## src/hdl/slle_pkg.sv

```systemverilog
package slle_pkg;

    // Table geometry: slot 0 heads the free chain, the last slot heads the data list.
    localparam int TABLE_SLOTS = 32;
    localparam int IDX_W       = $clog2(TABLE_SLOTS);
    localparam int CNT_W       = $clog2(TABLE_SLOTS);
    localparam int MAX_RESULTS = 30;
    localparam int K_W         = $clog2(MAX_RESULTS);

    // Field widths.
    localparam int ACT_W  = 2;
    localparam int POS_W  = 6;
    localparam int DATA_W = 32;
    localparam int STAT_W = 2;
    localparam int LEN_W  = 5;

    localparam logic [IDX_W-1:0] FREE_SLOT = '0;
    localparam logic [IDX_W-1:0] HEAD_SLOT = IDX_W'(TABLE_SLOTS - 1);

    // Operation codes.
    localparam logic [ACT_W-1:0] ACT_INSERT   = 2'd0;
    localparam logic [ACT_W-1:0] ACT_DELETE   = 2'd1;
    localparam logic [ACT_W-1:0] ACT_TRAVERSE = 2'd2;

    // Result status codes.
    localparam logic [STAT_W-1:0] ST_OK      = 2'd0;
    localparam logic [STAT_W-1:0] ST_BAD_POS = 2'd1;
    localparam logic [STAT_W-1:0] ST_NO_FREE = 2'd2;

endpackage

```

## src/hdl/slle_ram.sv

```systemverilog
module slle_ram #(
    parameter int WIDTH = 32,
    parameter int DEPTH = 32
) (
    input  logic                     i_clk,
    input  logic                     i_wr_en,
    input  logic [$clog2(DEPTH)-1:0] i_wr_addr,
    input  logic [WIDTH-1:0]         i_wr_data,
    input  logic                     i_rd_en,
    input  logic [$clog2(DEPTH)-1:0] i_rd_addr,
    output logic [WIDTH-1:0]         o_rd_data
);

    logic [WIDTH-1:0] r_mem [DEPTH];
    logic [WIDTH-1:0] r_rd_data;

    // One write port and one registered read port; read data holds between reads.
    always_ff @(posedge i_clk) begin
        if (i_wr_en) begin
            r_mem[i_wr_addr] <= i_wr_data;
        end
        if (i_rd_en) begin
            r_rd_data <= r_mem[i_rd_addr];
        end
    end

    assign o_rd_data = r_rd_data;

endmodule

```

## src/hdl/static_linked_list_engine.sv

```systemverilog
// Array-based singly linked list engine.
// The slave stream carries one command per transfer: the operation in tuser
// (insert before a one-based position, delete at a position, traverse), the
// position and the insert value in tdata. The master stream returns results:
// status in tuser, the element and the list length in tdata, and tlast on the
// final result of a command. Insert and delete give one result; a traverse
// gives one result per element (at most 30), or one result on an empty list.
// Commands are handled one at a time by a small sequencer that reads the link
// table once per cycle. An insert that finds a free node, or a delete, at
// position p walks p - 1 links from the head slot before it relinks; a bad
// position or unknown action goes straight to its result. A traverse hands
// over its results one by one as it follows the links. The sequencer returns
// to idle in the same cycle that the final result of a command is registered.
// tready on the slave side is high only while the sequencer is idle. The
// results sit in an output register, so the next command is accepted while
// the last result still waits; a stalled receiver holds the sequencer only
// at the point where it must hand over a further result.
// Reset builds the free chain 1, 2, ... in the link table, empties the list
// and clears the output valid flag; the data table is read only at written slots.
module static_linked_list_engine
    import slle_pkg::*;
(
    input  logic        i_clk,
    input  logic        i_rst_n,
    input  logic        i_s_axis_tvalid,
    output logic        o_s_axis_tready,
    input  logic [39:0] i_s_axis_tdata,   // position [5:0], value [37:6], zero pad
    input  logic [1:0]  i_s_axis_tuser,   // action [1:0]
    output logic        o_m_axis_tvalid,
    input  logic        i_m_axis_tready,
    output logic [39:0] o_m_axis_tdata,   // element [31:0], length [36:32], zero pad
    output logic [1:0]  o_m_axis_tuser,   // status [1:0]
    output logic        o_m_axis_tlast
);

    localparam int CMP_W = ((POS_W > CNT_W) ? POS_W : CNT_W) + 1;

    // Sequencer states.
    localparam logic [3:0] S_IDLE      = 4'd0;
    localparam logic [3:0] S_INS_FREE  = 4'd1;
    localparam logic [3:0] S_INS_UNL   = 4'd2;
    localparam logic [3:0] S_WALK      = 4'd3;
    localparam logic [3:0] S_INS_LINK1 = 4'd4;
    localparam logic [3:0] S_INS_LINK2 = 4'd5;
    localparam logic [3:0] S_DEL_CHK   = 4'd6;
    localparam logic [3:0] S_DEL1      = 4'd7;
    localparam logic [3:0] S_DEL2      = 4'd8;
    localparam logic [3:0] S_DEL3      = 4'd9;
    localparam logic [3:0] S_RESP      = 4'd10;
    localparam logic [3:0] S_TRV_START = 4'd11;
    localparam logic [3:0] S_TRV_RD    = 4'd12;
    localparam logic [3:0] S_TRV_OUT   = 4'd13;

    logic [3:0]        r_state, n_state;
    logic [IDX_W-1:0]  r_link [TABLE_SLOTS];
    logic [CNT_W-1:0]  r_count, n_count;
    logic [ACT_W-1:0]  r_act, n_act;
    logic [POS_W-1:0]  r_steps, n_steps;
    logic [DATA_W-1:0] r_value, n_value;
    logic [IDX_W-1:0]  r_cur, n_cur;
    logic [IDX_W-1:0]  r_node, n_node;
    logic [IDX_W-1:0]  r_nxt, n_nxt;
    logic              r_fin, n_fin;
    logic [K_W-1:0]    r_k, n_k;
    logic [STAT_W-1:0] r_status, n_status;

    logic              r_out_valid, n_out_valid;
    logic [STAT_W-1:0] r_out_status, n_out_status;
    logic [DATA_W-1:0] r_out_elem, n_out_elem;
    logic              r_out_last, n_out_last;
    logic [LEN_W-1:0]  r_out_len, n_out_len;

    logic [IDX_W-1:0]  rd_idx;
    logic [IDX_W-1:0]  link_rd;
    logic              lk_wr_en;
    logic [IDX_W-1:0]  lk_wr_idx;
    logic [IDX_W-1:0]  lk_wr_val;
    logic              ram_wr_en;
    logic              ram_rd_en;
    logic [DATA_W-1:0] ram_rd_data;
    logic              out_free;
    logic              in_xfer;
    logic [POS_W-1:0]  in_pos;
    logic              ins_pos_ok;
    logic              del_pos_ok;

    assign in_pos     = i_s_axis_tdata[POS_W-1:0];
    assign in_xfer    = i_s_axis_tvalid && o_s_axis_tready;
    assign out_free   = !r_out_valid || i_m_axis_tready;
    assign ins_pos_ok = (in_pos != '0) &&
                        (CMP_W'(in_pos) <= CMP_W'(r_count) + CMP_W'(1));
    assign del_pos_ok = (in_pos != '0) && (CMP_W'(in_pos) <= CMP_W'(r_count));

    // Single link table read port; the sequencer picks the slot.
    assign link_rd = r_link[rd_idx];

    // Data table.
    slle_ram #(
        .WIDTH (DATA_W),
        .DEPTH (TABLE_SLOTS)
    ) u_data_ram (
        .i_clk     (i_clk),
        .i_wr_en   (ram_wr_en),
        .i_wr_addr (r_node),
        .i_wr_data (r_value),
        .i_rd_en   (ram_rd_en),
        .i_rd_addr (r_cur),
        .o_rd_data (ram_rd_data)
    );

    // Sequencer: one link read and at most one link write per cycle.
    always_comb begin
        n_state      = r_state;
        n_count      = r_count;
        n_act        = r_act;
        n_steps      = r_steps;
        n_value      = r_value;
        n_cur        = r_cur;
        n_node       = r_node;
        n_nxt        = r_nxt;
        n_fin        = r_fin;
        n_k          = r_k;
        n_status     = r_status;
        n_out_valid  = r_out_valid && !i_m_axis_tready;
        n_out_status = r_out_status;
        n_out_elem   = r_out_elem;
        n_out_last   = r_out_last;
        n_out_len    = r_out_len;
        rd_idx       = r_cur;
        lk_wr_en     = 1'b0;
        lk_wr_idx    = r_cur;
        lk_wr_val    = '0;
        ram_wr_en    = 1'b0;
        ram_rd_en    = 1'b0;

        unique case (r_state)
            S_IDLE: begin
                if (in_xfer) begin
                    n_act    = i_s_axis_tuser;
                    n_value  = i_s_axis_tdata[POS_W+DATA_W-1:POS_W];
                    n_steps  = in_pos - POS_W'(1);
                    n_cur    = HEAD_SLOT;
                    n_status = ST_OK;
                    unique case (i_s_axis_tuser)
                        ACT_INSERT: begin
                            if (ins_pos_ok) begin
                                n_state = S_INS_FREE;
                            end else begin
                                n_status = ST_BAD_POS;
                                n_state  = S_RESP;
                            end
                        end
                        ACT_DELETE: begin
                            if (del_pos_ok) begin
                                n_state = S_WALK;
                            end else begin
                                n_status = ST_BAD_POS;
                                n_state  = S_RESP;
                            end
                        end
                        ACT_TRAVERSE: begin
                            n_k     = '0;
                            n_state = S_TRV_START;
                        end
                        default: begin
                            n_status = ST_BAD_POS;
                            n_state  = S_RESP;
                        end
                    endcase
                end
            end
            S_INS_FREE: begin
                // Take the first free node, if any.
                rd_idx = FREE_SLOT;
                n_node = link_rd;
                if (link_rd == FREE_SLOT || link_rd >= HEAD_SLOT) begin
                    n_status = ST_NO_FREE;
                    n_state  = S_RESP;
                end else begin
                    n_state = S_INS_UNL;
                end
            end
            S_INS_UNL: begin
                // Unlink the node from the free chain and store the value.
                rd_idx    = r_node;
                lk_wr_en  = 1'b1;
                lk_wr_idx = FREE_SLOT;
                lk_wr_val = link_rd;
                ram_wr_en = 1'b1;
                n_state   = S_WALK;
            end
            S_WALK: begin
                // Step toward the slot in front of the target position.
                rd_idx = r_cur;
                if (r_steps != '0) begin
                    n_cur   = link_rd;
                    n_steps = r_steps - POS_W'(1);
                end else if (r_act == ACT_INSERT) begin
                    n_state = S_INS_LINK1;
                end else begin
                    n_state = S_DEL_CHK;
                end
            end
            S_INS_LINK1: begin
                rd_idx    = r_cur;
                lk_wr_en  = 1'b1;
                lk_wr_idx = r_node;
                lk_wr_val = link_rd;
                n_state   = S_INS_LINK2;
            end
            S_INS_LINK2: begin
                lk_wr_en  = 1'b1;
                lk_wr_idx = r_cur;
                lk_wr_val = r_node;
                n_count   = r_count + CNT_W'(1);
                n_state   = S_RESP;
            end
            S_DEL_CHK: begin
                rd_idx = r_cur;
                n_node = link_rd;
                if (link_rd != FREE_SLOT && link_rd < HEAD_SLOT) begin
                    n_state = S_DEL1;
                end else begin
                    n_state = S_RESP;
                end
            end
            S_DEL1: begin
                // Bridge the list over the removed node.
                rd_idx    = r_node;
                lk_wr_en  = 1'b1;
                lk_wr_idx = r_cur;
                lk_wr_val = link_rd;
                n_state   = S_DEL2;
            end
            S_DEL2: begin
                // The removed node points at the old free head.
                rd_idx    = FREE_SLOT;
                lk_wr_en  = 1'b1;
                lk_wr_idx = r_node;
                lk_wr_val = link_rd;
                n_state   = S_DEL3;
            end
            S_DEL3: begin
                lk_wr_en  = 1'b1;
                lk_wr_idx = FREE_SLOT;
                lk_wr_val = r_node;
                n_count   = r_count - CNT_W'(1);
                n_state   = S_RESP;
            end
            S_RESP: begin
                if (out_free) begin
                    n_out_valid  = 1'b1;
                    n_out_status = r_status;
                    n_out_elem   = '0;
                    n_out_last   = 1'b1;
                    n_out_len    = LEN_W'(r_count);
                    n_state      = S_IDLE;
                end
            end
            S_TRV_START: begin
                rd_idx = HEAD_SLOT;
                n_cur  = link_rd;
                if (r_count == '0 || link_rd == FREE_SLOT) begin
                    n_status = ST_BAD_POS;
                    n_state  = S_RESP;
                end else begin
                    n_state = S_TRV_RD;
                end
            end
            S_TRV_RD: begin
                // Fetch the datum and look ahead at the next link.
                rd_idx    = r_cur;
                ram_rd_en = 1'b1;
                n_nxt     = link_rd;
                n_fin     = (link_rd == FREE_SLOT) || (r_k == K_W'(MAX_RESULTS - 1));
                n_state   = S_TRV_OUT;
            end
            S_TRV_OUT: begin
                if (out_free) begin
                    n_out_valid  = 1'b1;
                    n_out_status = ST_OK;
                    n_out_elem   = ram_rd_data;
                    n_out_last   = r_fin;
                    n_out_len    = LEN_W'(r_count);
                    if (r_fin) begin
                        n_state = S_IDLE;
                    end else begin
                        n_cur   = r_nxt;
                        n_k     = r_k + K_W'(1);
                        n_state = S_TRV_RD;
                    end
                end
            end
            default: begin
                n_state = S_IDLE;
            end
        endcase
    end

    // Control registers and the link table, which reset builds into the free chain.
    always_ff @(posedge i_clk) begin
        if (!i_rst_n) begin
            r_state     <= S_IDLE;
            r_count     <= '0;
            r_out_valid <= 1'b0;
            for (int s = 0; s < TABLE_SLOTS; s++) begin
                r_link[s] <= (s < TABLE_SLOTS - 2) ? IDX_W'(s + 1) : '0;
            end
        end else begin
            r_state     <= n_state;
            r_count     <= n_count;
            r_out_valid <= n_out_valid;
            if (lk_wr_en) begin
                r_link[lk_wr_idx] <= lk_wr_val;
            end
        end
    end

    // Working and payload registers.
    always_ff @(posedge i_clk) begin
        r_act        <= n_act;
        r_steps      <= n_steps;
        r_value      <= n_value;
        r_cur        <= n_cur;
        r_node       <= n_node;
        r_nxt        <= n_nxt;
        r_fin        <= n_fin;
        r_k          <= n_k;
        r_status     <= n_status;
        r_out_status <= n_out_status;
        r_out_elem   <= n_out_elem;
        r_out_last   <= n_out_last;
        r_out_len    <= n_out_len;
    end

    // Stream ports.
    assign o_s_axis_tready = (r_state == S_IDLE);
    assign o_m_axis_tvalid = r_out_valid;
    assign o_m_axis_tdata  = {{(40 - DATA_W - LEN_W){1'b0}}, r_out_len, r_out_elem};
    assign o_m_axis_tuser  = r_out_status;
    assign o_m_axis_tlast  = r_out_last;

endmodule
```

## config.mk

```make
export PLATFORM = sky130hd
export DESIGN_NAME = static_linked_list_engine
export DESIGN_NICKNAME = d
export VERILOG_FILES = /design/src/hdl/slle_pkg.sv /design/src/hdl/slle_ram.sv /design/src/hdl/static_linked_list_engine.sv
export SDC_FILE = /design/constraint.sdc
export NUM_CORES = 1
export LEC_CHECK = 0
export ABC_CLOCK_PERIOD_IN_PS = 4500
export BUFFER_PORTS_ARGS = -buffer_cell sky130_fd_sc_hd__clkbuf_2
export CAP_MARGIN = 20
export CORE_AREA = 2 2 464 466
export CTS_BUF_LIST = sky130_fd_sc_hd__clkbuf_4 sky130_fd_sc_hd__clkbuf_8 sky130_fd_sc_hd__clkbuf_16
export DETAILED_ROUTE_END_ITERATION = 8
export DIE_AREA = 0 0 466 468
export PLACE_DENSITY = 0.49
export SYNTH_ARGS = -nofsm -noshare
export SYNTH_HDL_FRONTEND = slang
export SYNTH_SLANG_ARGS = --single-unit
```

## constraint.sdc

```tcl
create_clock -name i_clk -period 4.5 [get_ports i_clk]
set_clock_uncertainty 0.15 [all_clocks]
set_input_delay 0.45 -clock i_clk [delete_from_list [all_inputs] [get_ports i_clk]]
set_output_delay 0.45 -clock i_clk [all_outputs]
set_load 0.05 [all_outputs]
```

# Word level (Yosys, flattened, before mapping)
# Memory sizes are Yosys's and may differ from the RTL's. A register that Yosys moved wholly into a read port is not among the register bits.
# Cells that the tools add are included.
# classes
addsub,6
order_cmp,4
eq_ne,25
muxes,60
n_reduce_logical,43
# op_table
operator,count
$mux W32,2
$pmux W32 S2,1
$pmux W4 S13,1
$mux W5,10
$pmux W5 S2,4
$mux W4,9
$eq A4 B4 Y1 const B,6
$pmux W5 S4,1
$eq A4 B3 Y1 const B,4
$mux W1,16
$pmux W5 S3,1
$ne A2 B2 Y1 const B,7
$reduce_or A2 Y1,7
$mux W2,6
$mux W6,2
$pmux W4 S3,1
$pmux W6 S2,1
$reduce_bool A6 Y1,2
$sub A6 B1 Y6 const B,2
$add A5 B1 Y5 const B,2
$logic_not A5 Y1,2
$reduce_and A5 Y1,2
$eq A4 B2 Y1 const B,2
$reduce_and A4 Y1,2
30 further kinds,45
# totals
reg_bits,113
mem_bits_rw,1184
inputBits,46
output_inout_bits,45
mem_count,2
# memory_table
name,depth,word_bits,read_ports,rd_clocked_by_memory_dff,wr,line,rtl
u_data_ram.r_mem,32,32,1,1,1,slle_ram.sv:14,logic [WIDTH-1:0] r_mem [DEPTH];
r_link,32,5,1,0,32,static_linked_list_engine.sv:55,logic [IDX_W-1:0] r_link [TABLE_SLOTS];

# Logic depth before layout (Yosys ltp)
# Gate-level depths: netlist (run 1).
# depth
depth_word,8
ltp_mapped,16
mapped_depth_nobuf,14

# By module
# From an unflattened synthesis (run 1), not the netlist that was laid out.
# unflattened
hier_cells,3422
hier_area_um2,53885.4
# by_module_without_submodules
mod,n_inst,cells_per_inst,area_each_um2,seq_area_each_um2
slle_ram,1,2260,40812.9,31710.4
static_linked_list_engine,1,1162,13072.5,8097.8

# Least setup slack after synthesis (run 1)
# OpenSTA, ideal clock, no wires.
# synth_path
path_type,register to register
from,register r_state[0]
to,"register r_status[0], enable pin"
setup_time_ns,0.327
t_arrival_ns,3.218
t_required_ns,4.023
path_slack_ns,0.805
stages_incl_launch_ff,16
n_path_buf,5
period_less_slack_ns,3.695
cell_sequence,dfxtp_1 -> buf_6 -> or3b_1 -> buf_2 -> a21o_1 -> o221a_2 -> buf_6 -> buf_12 -> buf_12 -> mux2i_1 -> a221oi_1 -> nor3_1 -> nor4_4 -> nand4_1 -> o2bb2a_4 -> a311oi_2
# synth_via
elab_chain_cells,8
word_cells_on_any_way,20
classes_between,order compare: 1; eq/ne: 8; mux: 1; reduce/logical: 9; memory: 1
# synth_lines
item,line,rtl
"start, declared",static_linked_list_engine.sv:54,"logic [3:0] r_state, n_state;"
"start signal, assigned",static_linked_list_engine.sv:310,r_state <= n_state;
$eq A4 B1 Y1 (tied with other cells),static_linked_list_engine.sv:136,unique case (r_state)
$reduce_or A2 Y1 (no source line),--,
$pmux W5 S3 (*),static_linked_list_engine.sv:136,
$mem_v2 Z32 W5 (*),--,
named net link_rd[1],static_linked_list_engine.sv:74,logic [IDX_W-1:0] link_rd;
$ge A5 B5 Y1 or $logic_not A5 Y1 (tied branches),"static_linked_list_engine.sv:176, static_linked_list_engine.sv:263",
$logic_or A1 B1 Y1 (on tied branches),"static_linked_list_engine.sv:176, static_linked_list_engine.sv:263",
$ne A2 B2 Y1 (no source line),--,
$reduce_and A4 Y1 (no source line) (*),--,
"end signal, assigned",static_linked_list_engine.sv:329,r_status <= n_status;
"end, declared",static_linked_list_engine.sv:65,"logic [STAT_W-1:0] r_status, n_status;"
# Mark *: on every way through the listed nets, which the timed path passes. The rest lies on a longest branch.
# A chain may end at the register's enable or synchronous reset.

# Final worst setup path (run 1)
# Same ends and word-level chain as after synthesis.

==> impl_metrics.json, run 1 <==
{
  "clock_latency_ns": 0.79,
  "slowest_stage": "dfxtp_1",
  "cts_inserted_buffers": 138,
  "fin_crit_sh": 0.9465,
  "cp_data_arrival_time_ns": 4.53,
  "hold_viol": 0,
  "synth_cells": 2678,
  "grt_pass1_wl_mm": 202.9,
  "ys_seq_elements": 1329,
  "fin_nets": 2994,
  "grt_antenna_before_repair": 4,
  "netlist_top_cells_area": "edfxtp_1 (75%), mux4_2 (14%), mux2i_1 (1.5%)",
  "yosysSeqAreaShare": 0.7500,
  "finalCriticalPeriod_ns": 4.259,
  "slew_viol_final": 0,
  "dieWidth_um": 466,
  "path_max_fanout": 8,
  "async_reset_ff_frac": 0,
  "io_pins": 91,
  "hold_class": "input port to register",
  "ys.flop_type": "edfxtp_1",
  "grt.total_usage": 0.1302,
  "core-area_mm2": 0.2133,
  "critical_path_required_ns": 4.77,
  "num_rows": 170,
  "grt_pass1_vias": 26874,
  "synth_area_leader_cell": "edfxtp_1",
  "yosys.cell_types.count": 77,
  "max_freq_ghz": 0.2348,
  "drcViolationCount": 0,
  "wire_per_inst_um": 24.37,
  "firstDrtPassIters": 5,
  "gp_congestion": 0.7985,
  "drive_gt1_frac": 0.2837,
  "crit_type": "register to register",
  "hp-start": "i_s_axis_tdata[3]",
  "rsz0062_at_grt": "false",
  "setup_tns_ns": 0,
  "clockBufferDepth": 3,
  "r2r_setup_slack_ns": 0.24,
  "wl_mm": 143.2,
  "cts_sinks": 1329,
  "drv_cap": 0,
  "slew-limit-headroom": 0.2835,
  "num_vias": 26668,
  "start_util": 0.2488,
  "setup_ws_ns": 0.2408,
  "cp-end-kind": "register",
  "yosysTopAreaCellShare": 0.7462,
  "ant_nets": 0,
  "grt_max_degree": 103,
  "filler_cell_count": 20788,
  "die_h_um": 468,
  "die_area_mm2": 0.2181,
  "grt.overflow.total": 0,
  "tightest_slew_ns": 1.075,
  "power.density_mw_per_mm2": 560.7,
  "setup-violations-final": 0,
  "syn_area_mm2": 0.05308,
  "r2r_cells": 12,
  "run_status": "completed",
  "crit_top_cell": "buf_4",
  "r2r-end": "r_status[0]",
  "synth_edf_count": 1319,
  "ir_drop_mv": 0.4318,
  "yosysWarnings": 0,
  "cts_tree": "done",
  "synthToLayoutAreaGrowth_pct": 18.61,
  "clkTransAtPathRegs_ns": 0.06,
  "viasPerCell": 4.537,
  "holdPathEnd": "r_steps[3]",
  "htree_levels": 4,
  "drt_iter0_drc": 3108,
  "io_buffers": 85,
  "worstReg2RegStart": "r_state[0]",
  "cpPeakStageDelay_ns": 0.49,
  "p_leak_uw": 0.02005,
  "cts-root-buf": "clkbuf_16",
  "cp_cell_sequence": "nor2b_1, a32o_1, a22o_1, buf_4, a21oi_1, a221oi_1, a211oi_1, nor4_2, buf_4, nand4_1, o2bb2a_4, a311oi_2",
  "dp_hpwl_mm": 74.92,
  "avgSynthCellArea_um2": 19.82,
  "cp-start-kind": "register",
  "post-cts-setup-buffers": 0,
  "placement.setup.worst_slack_ns": 0.2340,
  "min_path_cells": 3
}
==> layout by cell type (no fill, tap or decap), types with 26 or more instances in the layout <==
master and count:
a21oi_1 37, and2_1 36, buf_12 29, buf_4 103, clkbuf_16 141, clkbuf_2 85, clkbuf_4 26, clkinv_1 35
dlygate4sd3_1 37, edfxtp_1 1319, inv_1 26, mux2_2 39, mux2i_1 81, mux4_2 320, nand2_1 179, nand3_1 52
nor2_1 153, nor2_4 33
==> cells by family (layout without fill, tap and decap cells) <==
| family | Yosys count | count (layout) | synth area share |
|---|---|---|---|
| AOI/OAI and AO/OA | 159 | 159 | 0.02197 |
| xor gates and xnor gates | 16 | 16 | 0.002782 |
| adders and majority gates | 24 | 24 | 0.005799 |
| buffers and inverters | 178 | 536 | 0.01523 |
| DFF | 1329 | 1329 | 0.7500 |
| muxes | 440 | 440 | 0.1593 |
| other | 1 | 5 | 0.00007065 |
| and+or+nand+nor | 531 | 531 | 0.04484 |
==> per-stage QoR <==
| stage | area [um^2] | power [uW] | instances | utilization | hold slack (ns) |
|---|---|---|---|---|---|
| floorplan | 53090 | 20490 | 2680 | - | 0.3105 |
| detailed placement | 57980 | 23950 | 5585 | 0.2718 | 0.3583 |
| global placement | 57980 | 23870 | 5585 | 0.2718 | 0.3565 |
| finish | 62950 | 35300 | 5878 | 0.2951 | 0.06624 |
| global route | 62950 | 36690 | 5877 | 0.2951 | 0.07874 |
| CTS | 62940 | 35630 | 5876 | 0.2950 | 0.008547 |
==> synthesized netlist by cell type, types with 4 or more instances <==
cell type	number
buf_2	26
a21o_1	10
o221ai_1	4
nor2_1	186
mux2i_1	81
xor2_1	5
mux4_2	320
ha_1	23
xnor2_1	10
o21ai_0	13
o31ai_1	4
nand2_1	179
o21a_1	7
o22ai_1	15
nor2b_1	12
nand3_1	52
nand2b_1	11
buf_4	8
buf_6	6
a22oi_2	4
mux2_2	39
and2_1	37
a31oi_1	5
a211oi_1	8
edfxtp_1	1319
dfxtp_1	10
o221a_2	4
buf_1	33
a32oi_1	4
a22o_1	7
nor3_1	25
a21oi_1	37
clkbuf_1	75
a221oi_1	6
inv_1	26
==> flip-flops by register name (all words and copies together) (netlist names), 5 cells and up <==
signal and cells:
r_nxt 5, r_k 5, r_out_elem 32, r_cur 5, r_count 5, r_steps 6
r_value 32, r_node 5, u_data_ram.o_rd_data 32, r_out_len 5, u_data_ram.r_mem 1024, r_link 160
==> critical path, delay by kind of cell, from the launching register on <==
family / cells / cell delay (ns)
AOI/OAI and AO/OA: 7 / 1.79
and+or+nand+nor: 3 / 0.97
buffers and inverters: 2 / 0.50
DFF: 1 / 0.49
==> worst max path at each step <==
stage,from,endpoint
after CTS,r_state[0],r_status[0]
after global routing,r_state[0],r_status[0]
after detailed placement,r_state[1],r_link[19][2]
after floorplan,r_state[0],r_status[0]
after global placement,r_state[1],r_link[3][2]
final,r_state[0],r_status[0]
==> cell type report <==
cell class | count | area [um^2] | area share
multi-input combinational | 1173 | 12740 | 0.2024
tap | 2838 | 3551 | 0.05640
sequential | 1329 | 39810 | 0.6323
clock inverter | 86 | 855.8 | 0.01359
timing repair buffer | 254 | 2150 | 0.03414
antenna | 2 | 5.005 | 0.00007950
inverter | 28 | 105.1 | 0.001669
clock buffer | 168 | 3737 | 0.05937
==> timing repair <==
item / 4_1_cts / 5_1_grt
hold buffers: 37 / 0
endpoints found under the hold margin: 37 / 0
setup endpoints to repair: 0 / 2
resized for setup: 0 / 1
==> where the power goes <==
| group | internal [uW] | leakage (uW) | switching, uW |
|---|---|---|---|
| Sequential | 14800 | 0.0119 | 683 |
| Combinational | 3030 | 0.00590 | 5130 |
| Clock | 6660 | 0.00227 | 4970 |
| Total | 24500 | 0.0201 | 10800 |
==> layer usage <==
layer  up-vias  share of wire  global-route usage
met2       780           0.44              0.1934
met4         0          0.021             0.03645
met5         -              0                   0
met1     14307           0.48              0.1942
met3       192          0.060             0.02272
li1      11389              -                   -
Note: power is estimated with default switching activity, not from simulation.
==> run 2, diff against run 1 <==
--- a/config.mk
+++ b/config.mk
@@ -5,11 +5,12 @@
 export SDC_FILE = /design/constraint.sdc
 export NUM_CORES = 1
 export LEC_CHECK = 0
-export ABC_CLOCK_PERIOD_IN_PS = 4500
+export ABC_CLOCK_PERIOD_IN_PS = 4050
 export BUFFER_PORTS_ARGS = -buffer_cell sky130_fd_sc_hd__clkbuf_2
 export CAP_MARGIN = 20
 export CORE_AREA = 2 2 464 466
 export CTS_BUF_LIST = sky130_fd_sc_hd__clkbuf_4 sky130_fd_sc_hd__clkbuf_8 sky130_fd_sc_hd__clkbuf_16
+export CTS_CLUSTER_SIZE = 28
 export DETAILED_ROUTE_END_ITERATION = 8
 export DIE_AREA = 0 0 466 468
 export PLACE_DENSITY = 0.49
==> constraint.sdc (replaced) <==
create_clock -name i_clk -period 4.05 [get_ports i_clk]
set_clock_uncertainty 0.15 [all_clocks]
set_input_delay 0.405 -clock i_clk [delete_from_list [all_inputs] [get_ports i_clk]]
set_output_delay 0.405 -clock i_clk [all_outputs]
set_load 0.05 [all_outputs]
==> run 2 against run 1 <==
- final area up 0.79%
- sequential share of layout area down 0.49 points
- critical path depth up 2
- via count up 0.85%
- first-iteration DRC count up 7.0%
- count of clock-buffer cells in the layout up 7
- global-route usage up 0.19 points
- core utilization up 0.23 points
- clock power up 11%
==> impl_metrics.json, run 2 (same netlist as run 1, synthesis figures left out) <==
{
  "slowest_stage": "or4_4",
  "hp-start": "i_s_axis_tdata[1]",
  "run_status": "completed",
  "dieWidth_um": 466,
  "fin_crit_sh": 0.9578,
  "holdPathEnd": "r_steps[3]",
  "finalCriticalPeriod_ns": 3.879,
  "synthToLayoutAreaGrowth_pct": 19.54,
  "top_regs": "u_data_ram.r_mem: 1024 flops, r_link: 160 flops",
  "p_clk_frac": 0.322,
  "final_common_cell": "edfxtp_1",
  "num_rows": 170,
  "p_comb_frac": 0.247,
  "grt_pass1_wl_mm": 205.8,
  "fin_util": 0.2974,
  "cp-start-kind": "register",
  "start_util": 0.2488,
  "whs_ns": 0.1176,
  "min_path_cells": 4,
  "drv_cap": 0,
  "final_cells": 5916,
  "power.density_mw_per_mm2": 629.3,
  "ir_drop_mv": 0.4818,
  "cts_inserted_buffers": 138,
  "ant_nets": 0,
  "htree_levels": 4,
  "grt_antenna_before_repair": 6,
  "fin_nets": 3036,
  "die_h_um": 468,
  "setup-violations-final": 0,
  "dp.cells": 5616,
  "dp_hpwl_mm": 76.85,
  "filler_cell_count": 20800,
  "num_vias": 26895,
  "p_switching_uw": 12170,
  "die_area_mm2": 0.2181,
  "firstDrtPassIters": 7,
  "cp_cell_sequence": "nand2b_1, a211o_1, a22oi_2, buf_12, buf_4, mux2i_1, mux2i_1, a22o_1, or4_4, mux2_2, a22oi_2, buf_4, buf_12, nand2_1",
  "grt_max_degree": 93,
  "io_buffers": 85,
  "drive_gt1_frac": 0.2954,
  "drcViolationCount": 0,
  "cts_tree": "done",
  "regMostFlops": "u_data_ram.r_mem",
  "drt_iter0_drc": 3326,
  "cp_num_buf_inv": 4,
  "r2r-end": "r_link[12][2]",
  "p_seq_frac": 0.431,
  "p_leak_uw": 0.02029,
  "grt.overflow.total": 0,
  "setup_tns_ns": 0,
  "wire_per_inst_um": 24.71,
  "r2r_cells": 14,
  "path_delay_family": "compound AO/OA/AOI/OAI gates",
  "r2r_setup_slack_ns": 0.17,
  "p_int_uw": 27760,
  "tightest_slew_ns": 1.045,
  "cp_data_arrival_time_ns": 4.23,
  "netSwitchingFraction": 0.3048,
  "io_pins": 91,
  "clockBufferDepth": 3,
  "grt_pass1_vias": 27238,
  "final_cell_mix": "edfxtp_1 (1319), mux4_2 (320), nand2_1 (179)",
  "hold_class": "input port to register",
  "grt.total_usage": 0.1321,
  "critical_path_required_ns": 4.40,
  "slew-limit-headroom": 0.3035,
  "cts-root-buf": "clkbuf_16",
  "wl_mm": 146.2,
  "gp_congestion": 0.8146,
  "path_max_fanout": 17,
  "cp-end-kind": "register",
  "largest_register_ffs": 1024,
  "clock_latency_ns": 0.78,
  "worstReg2RegStart": "r_state[2]",
  "hold_viol": 0,
  "cpPeakStageDelay_ns": 0.56,
  "clkTransAtPathRegs_ns": 0.06,
  "rsz0062_at_grt": "false",
  "cts_sinks": 1329,
  "viasPerCell": 4.546,
  "max_freq_ghz": 0.2578,
  "slew_viol_final": 0,
  "crit_type": "register to register",
  "core-area_mm2": 0.2133
}
## run 2: how the worst max path moves through the flow
stage | from | end | slack (ns) | cells after the start
floorplan | r_state[0] | r_status[0] | 0.36 | 15
global placement | r_state[0] | r_link[3][2] | -0.04 | 13
detailed placement | r_state[0] | r_status[0] | -0.07 | 12
CTS | r_state[2] | r_status[0] | 0.005 | 15
global route | r_state[2] | r_status[0] | 0.001 | 14
finish | r_state[2] | r_link[12][2] | 0.17 | 14
## run 2: power by group through the flow
stage	sequential (uW)	combinational, uW	clock, uW
2_1_floorplan	17200	5530	0
3_3_place_gp	17400	9650	0
3_5_place_dp	17500	9620	0
4_1_cts	17200	9700	13200
5_1_grt	17300	10400	13700
6_report	17200	9850	12900
## run 2: metal layers
metal  GRT usage  wire length, um  up-vias  share of wire
li1            -                -    11456              -
met1      0.1953            68680    14436           0.47
met2      0.1985            65500      816           0.45
met3     0.02296             8832      187          0.060
met4     0.03660             3166        0          0.022
met5           0                0        -              0
## run 2: final cells by class
class	count	area, um^2	share of cell area
antenna	1	2.502	0.00003944
clock buffer	175	3849	0.06066
clock inverter	76	698.2	0.01100
inverter	28	105.1	0.001656
multi-input combinational	1173	12770	0.2012
sequential	1329	39810	0.6274
tap	2838	3551	0.05596
timing repair buffer	296	2665	0.04200
## run 2: repair_timing
action | in CTS | in global routing
buffers inserted | 0 | 7
endpoints found under the hold margin | 40 | 0
pin swaps | 0 | 1
hold buffers | 40 | 0
cloned | 0 | 1
gates resized for setup | 2 | 8
endpoints found under the setup margin | 8 | 210
## run 2: worst min-delay path: stages
cell and delay (ns):
clkbuf_2 0.15, mux2i_1 0.11, nand3_1 0.11, xor2_1 0.07
## run 2: per-stage QoR
| step | instance area [um^2] | worst slack (ns) | power (uW) |
|---|---|---|---|
| after floorplan | 53090 | 0.3554 | 22770 |
| after global placement | 58380 | -0.04444 | 27100 |
| after detailed placement | 58380 | -0.06984 | 27130 |
| after CTS | 63340 | 0.004726 | 40110 |
| after global routing | 63450 | 0.001080 | 41480 |
| final | 63450 | 0.1711 | 39930 |
==> run 3, diff against run 2 <==
--- a/config.mk
+++ b/config.mk
@@ -6,14 +6,14 @@
 export NUM_CORES = 1
 export LEC_CHECK = 0
 export ABC_CLOCK_PERIOD_IN_PS = 4050
-export BUFFER_PORTS_ARGS = -buffer_cell sky130_fd_sc_hd__clkbuf_2
 export CAP_MARGIN = 20
 export CORE_AREA = 2 2 464 466
 export CTS_BUF_LIST = sky130_fd_sc_hd__clkbuf_4 sky130_fd_sc_hd__clkbuf_8 sky130_fd_sc_hd__clkbuf_16
 export CTS_CLUSTER_SIZE = 28
 export DETAILED_ROUTE_END_ITERATION = 8
 export DIE_AREA = 0 0 466 468
-export PLACE_DENSITY = 0.49
+export DONT_BUFFER_PORTS = 1
+export PLACE_DENSITY = 0.48
 export SYNTH_ARGS = -nofsm -noshare
 export SYNTH_HDL_FRONTEND = slang
 export SYNTH_SLANG_ARGS = --single-unit
==> run 3 against run 2 <==
- critical path depth stayed put
- first-iteration DRC count is 22% lower
- final area is 0.37% lower
- sequential power hardly changed
- sequential cell count stayed put
- count of clock-buffer cells in the layout is 6 lower
- setup slack worse by 0.056 ns
==> impl_metrics.json, run 3 (same netlist as run 1, synthesis figures left out) <==
{
  "drt_iter0_drc": 2580,
  "hold_class": "input port to register",
  "hold_viol": 0,
  "p_leak_uw": 0.02004,
  "regMostFlops": "u_data_ram.r_mem",
  "core-area_mm2": 0.2133,
  "clockBufferDepth": 3,
  "holdPathEnd": "r_state[3]",
  "clock_latency_ns": 0.78,
  "ant_nets": 0,
  "slew-limit-headroom": 0.3014,
  "io_buffers": 0,
  "hp-start": "i_s_axis_tdata[1]",
  "wl_mm": 141.8,
  "dieWidth_um": 466,
  "firstDrtPassIters": 5,
  "total_power_uw": 40600,
  "cts-root-buf": "clkbuf_16",
  "die_area_mm2": 0.2181,
  "io_pins": 91,
  "run_status": "completed",
  "filler_cell_count": 20843,
  "grt_pass1_vias": 27216,
  "drcViolationCount": 0,
  "num_vias": 26475,
  "dp_hpwl_mm": 75.94,
  "max_freq_ghz": 0.2541,
  "top_regs": "u_data_ram.r_mem: 1024 flops, r_link: 160 flops",
  "fin_crit_sh": 0.9716,
  "final_common_cell": "edfxtp_1",
  "largest_register_ffs": 1024,
  "worstReg2RegStart": "r_state[0]",
  "grt.overflow.total": 0,
  "min_path_cells": 5,
  "grt.total_usage": 0.1286,
  "cp_data_arrival_time_ns": 4.20,
  "multiInputGateArea_mm2": 0.01283,
  "r2r-end": "r_status[0]",
  "gp_congestion": 0.8003,
  "path_max_fanout": 13,
  "die_h_um": 468,
  "cts_tree": "done",
  "r2r_setup_slack_ns": 0.11,
  "cts_sinks": 1329,
  "drv_cap": 0,
  "cts_inserted_buffers": 139,
  "setup-violations-final": 0,
  "grt_max_degree": 132,
  "clkTransAtPathRegs_ns": 0.06,
  "grt_pass1_wl_mm": 202.0,
  "power.density_mw_per_mm2": 642.2,
  "tightest_slew_ns": 1.048,
  "critical_path_required_ns": 4.32,
  "setup_tns_ns": 0,
  "grt_antenna_before_repair": 17,
  "cp-start-kind": "register",
  "final_cell_mix": "edfxtp_1 (1319), mux4_2 (320), nand2_1 (179)",
  "start_util": 0.2488,
  "drive_gt1_frac": 0.2772,
  "wire_per_inst_um": 24.30,
  "placement.setup.worst_slack_ns": -0.09448,
  "register_area_mm2": 0.03981,
  "slew_viol_final": 0,
  "num_rows": 170,
  "r2r_cells": 14,
  "setup_ws_ns": 0.1150,
  "finalCriticalPeriod_ns": 3.935,
  "htree_levels": 4,
  "cp-end-kind": "register",
  "ir_drop_mv": 0.4977,
  "fin_nets": 2956,
  "synthToLayoutAreaGrowth_pct": 19.10,
  "viasPerCell": 4.538,
  "whs_ns": 0.07394,
  "crit_type": "register to register"
}
[run 3: final cells by class]
class | instances | share of cell area
Inverter | 28 | 0.001663
Multi-Input combinational cell | 1173 | 0.2029
Tap cell | 2838 | 0.05617
Clock buffer | 169 | 0.05952
Clock inverter | 80 | 0.01435
Sequential cell | 1329 | 0.6298
Antenna cell | 2 | 0.00007917
Timing Repair Buffer | 215 | 0.03553
[run 3: layer usage]
| metal | vias to the layer above | share of wire | global-route usage |
|---|---|---|---|
| met5 | - | 0.00026 | 0 |
| met4 | 6 | 0.016 | 0.03163 |
| met3 | 167 | 0.052 | 0.02107 |
| met2 | 737 | 0.46 | 0.1972 |
| met1 | 14274 | 0.47 | 0.1892 |
| li1 | 11291 | - | - |
[run 3: how the worst max path moves through the flow]
stage,start,end,slack (ns),cells after the start
after floorplan,r_state[0],r_status[0],0.36,15
after global placement,r_state[0],r_status[1],-0.06,15
after detailed placement,r_state[2],r_status[0],-0.09,15
after CTS,r_state[3],r_status[0],0.04,14
after global routing,r_state[2],r_status[0],-0.01,15
final,r_state[0],r_status[0],0.11,14
[run 3: worst max-delay path, stage by stage (launching register included)]
cell	delay [ns]
dfxtp_2	0.37
nor2b_1	0.20
a32o_1	0.26
a22oi_2	0.34
buf_12	0.21
buf_4	0.14
mux2i_1	0.18
mux2i_1	0.14
a22o_1	0.26
or4_1	0.41
buf_4	0.19
nor2_1	0.21
buf_4	0.16
a31oi_1	0.12
a311oi_4	0.26
[run 3: timing repair]
item,in CTS,in global routing
gates resized for setup,6,17
gates cloned,0,0
hold endpoints to repair,226,0
setup endpoints to repair,2,42
buffers inserted,0,6
pin swaps,0,7
hold buffers,47,0
[run 3: stage by stage]
| step | std cells | utilization | area (um^2) |
|---|---|---|---|
| 6_report | 5834 | 0.2963 | 63210 |
| 5_1_grt | 5834 | 0.2963 | 63210 |
| 4_1_cts | 5826 | 0.2956 | 63070 |
| 3_5_place_dp | 5530 | 0.2714 | 57900 |
| 3_3_place_gp | 5530 | 0.2714 | 57900 |
| 2_1_floorplan | 2680 | - | 53090 |
[run 3: where the power goes]
| group | internal [uW] | leakage, uW | switching, uW |
|---|---|---|---|
| sequential | 16500 | 0.0119 | 822 |
| combinational | 4260 | 0.00585 | 5930 |
| clock | 7530 | 0.00231 | 5570 |
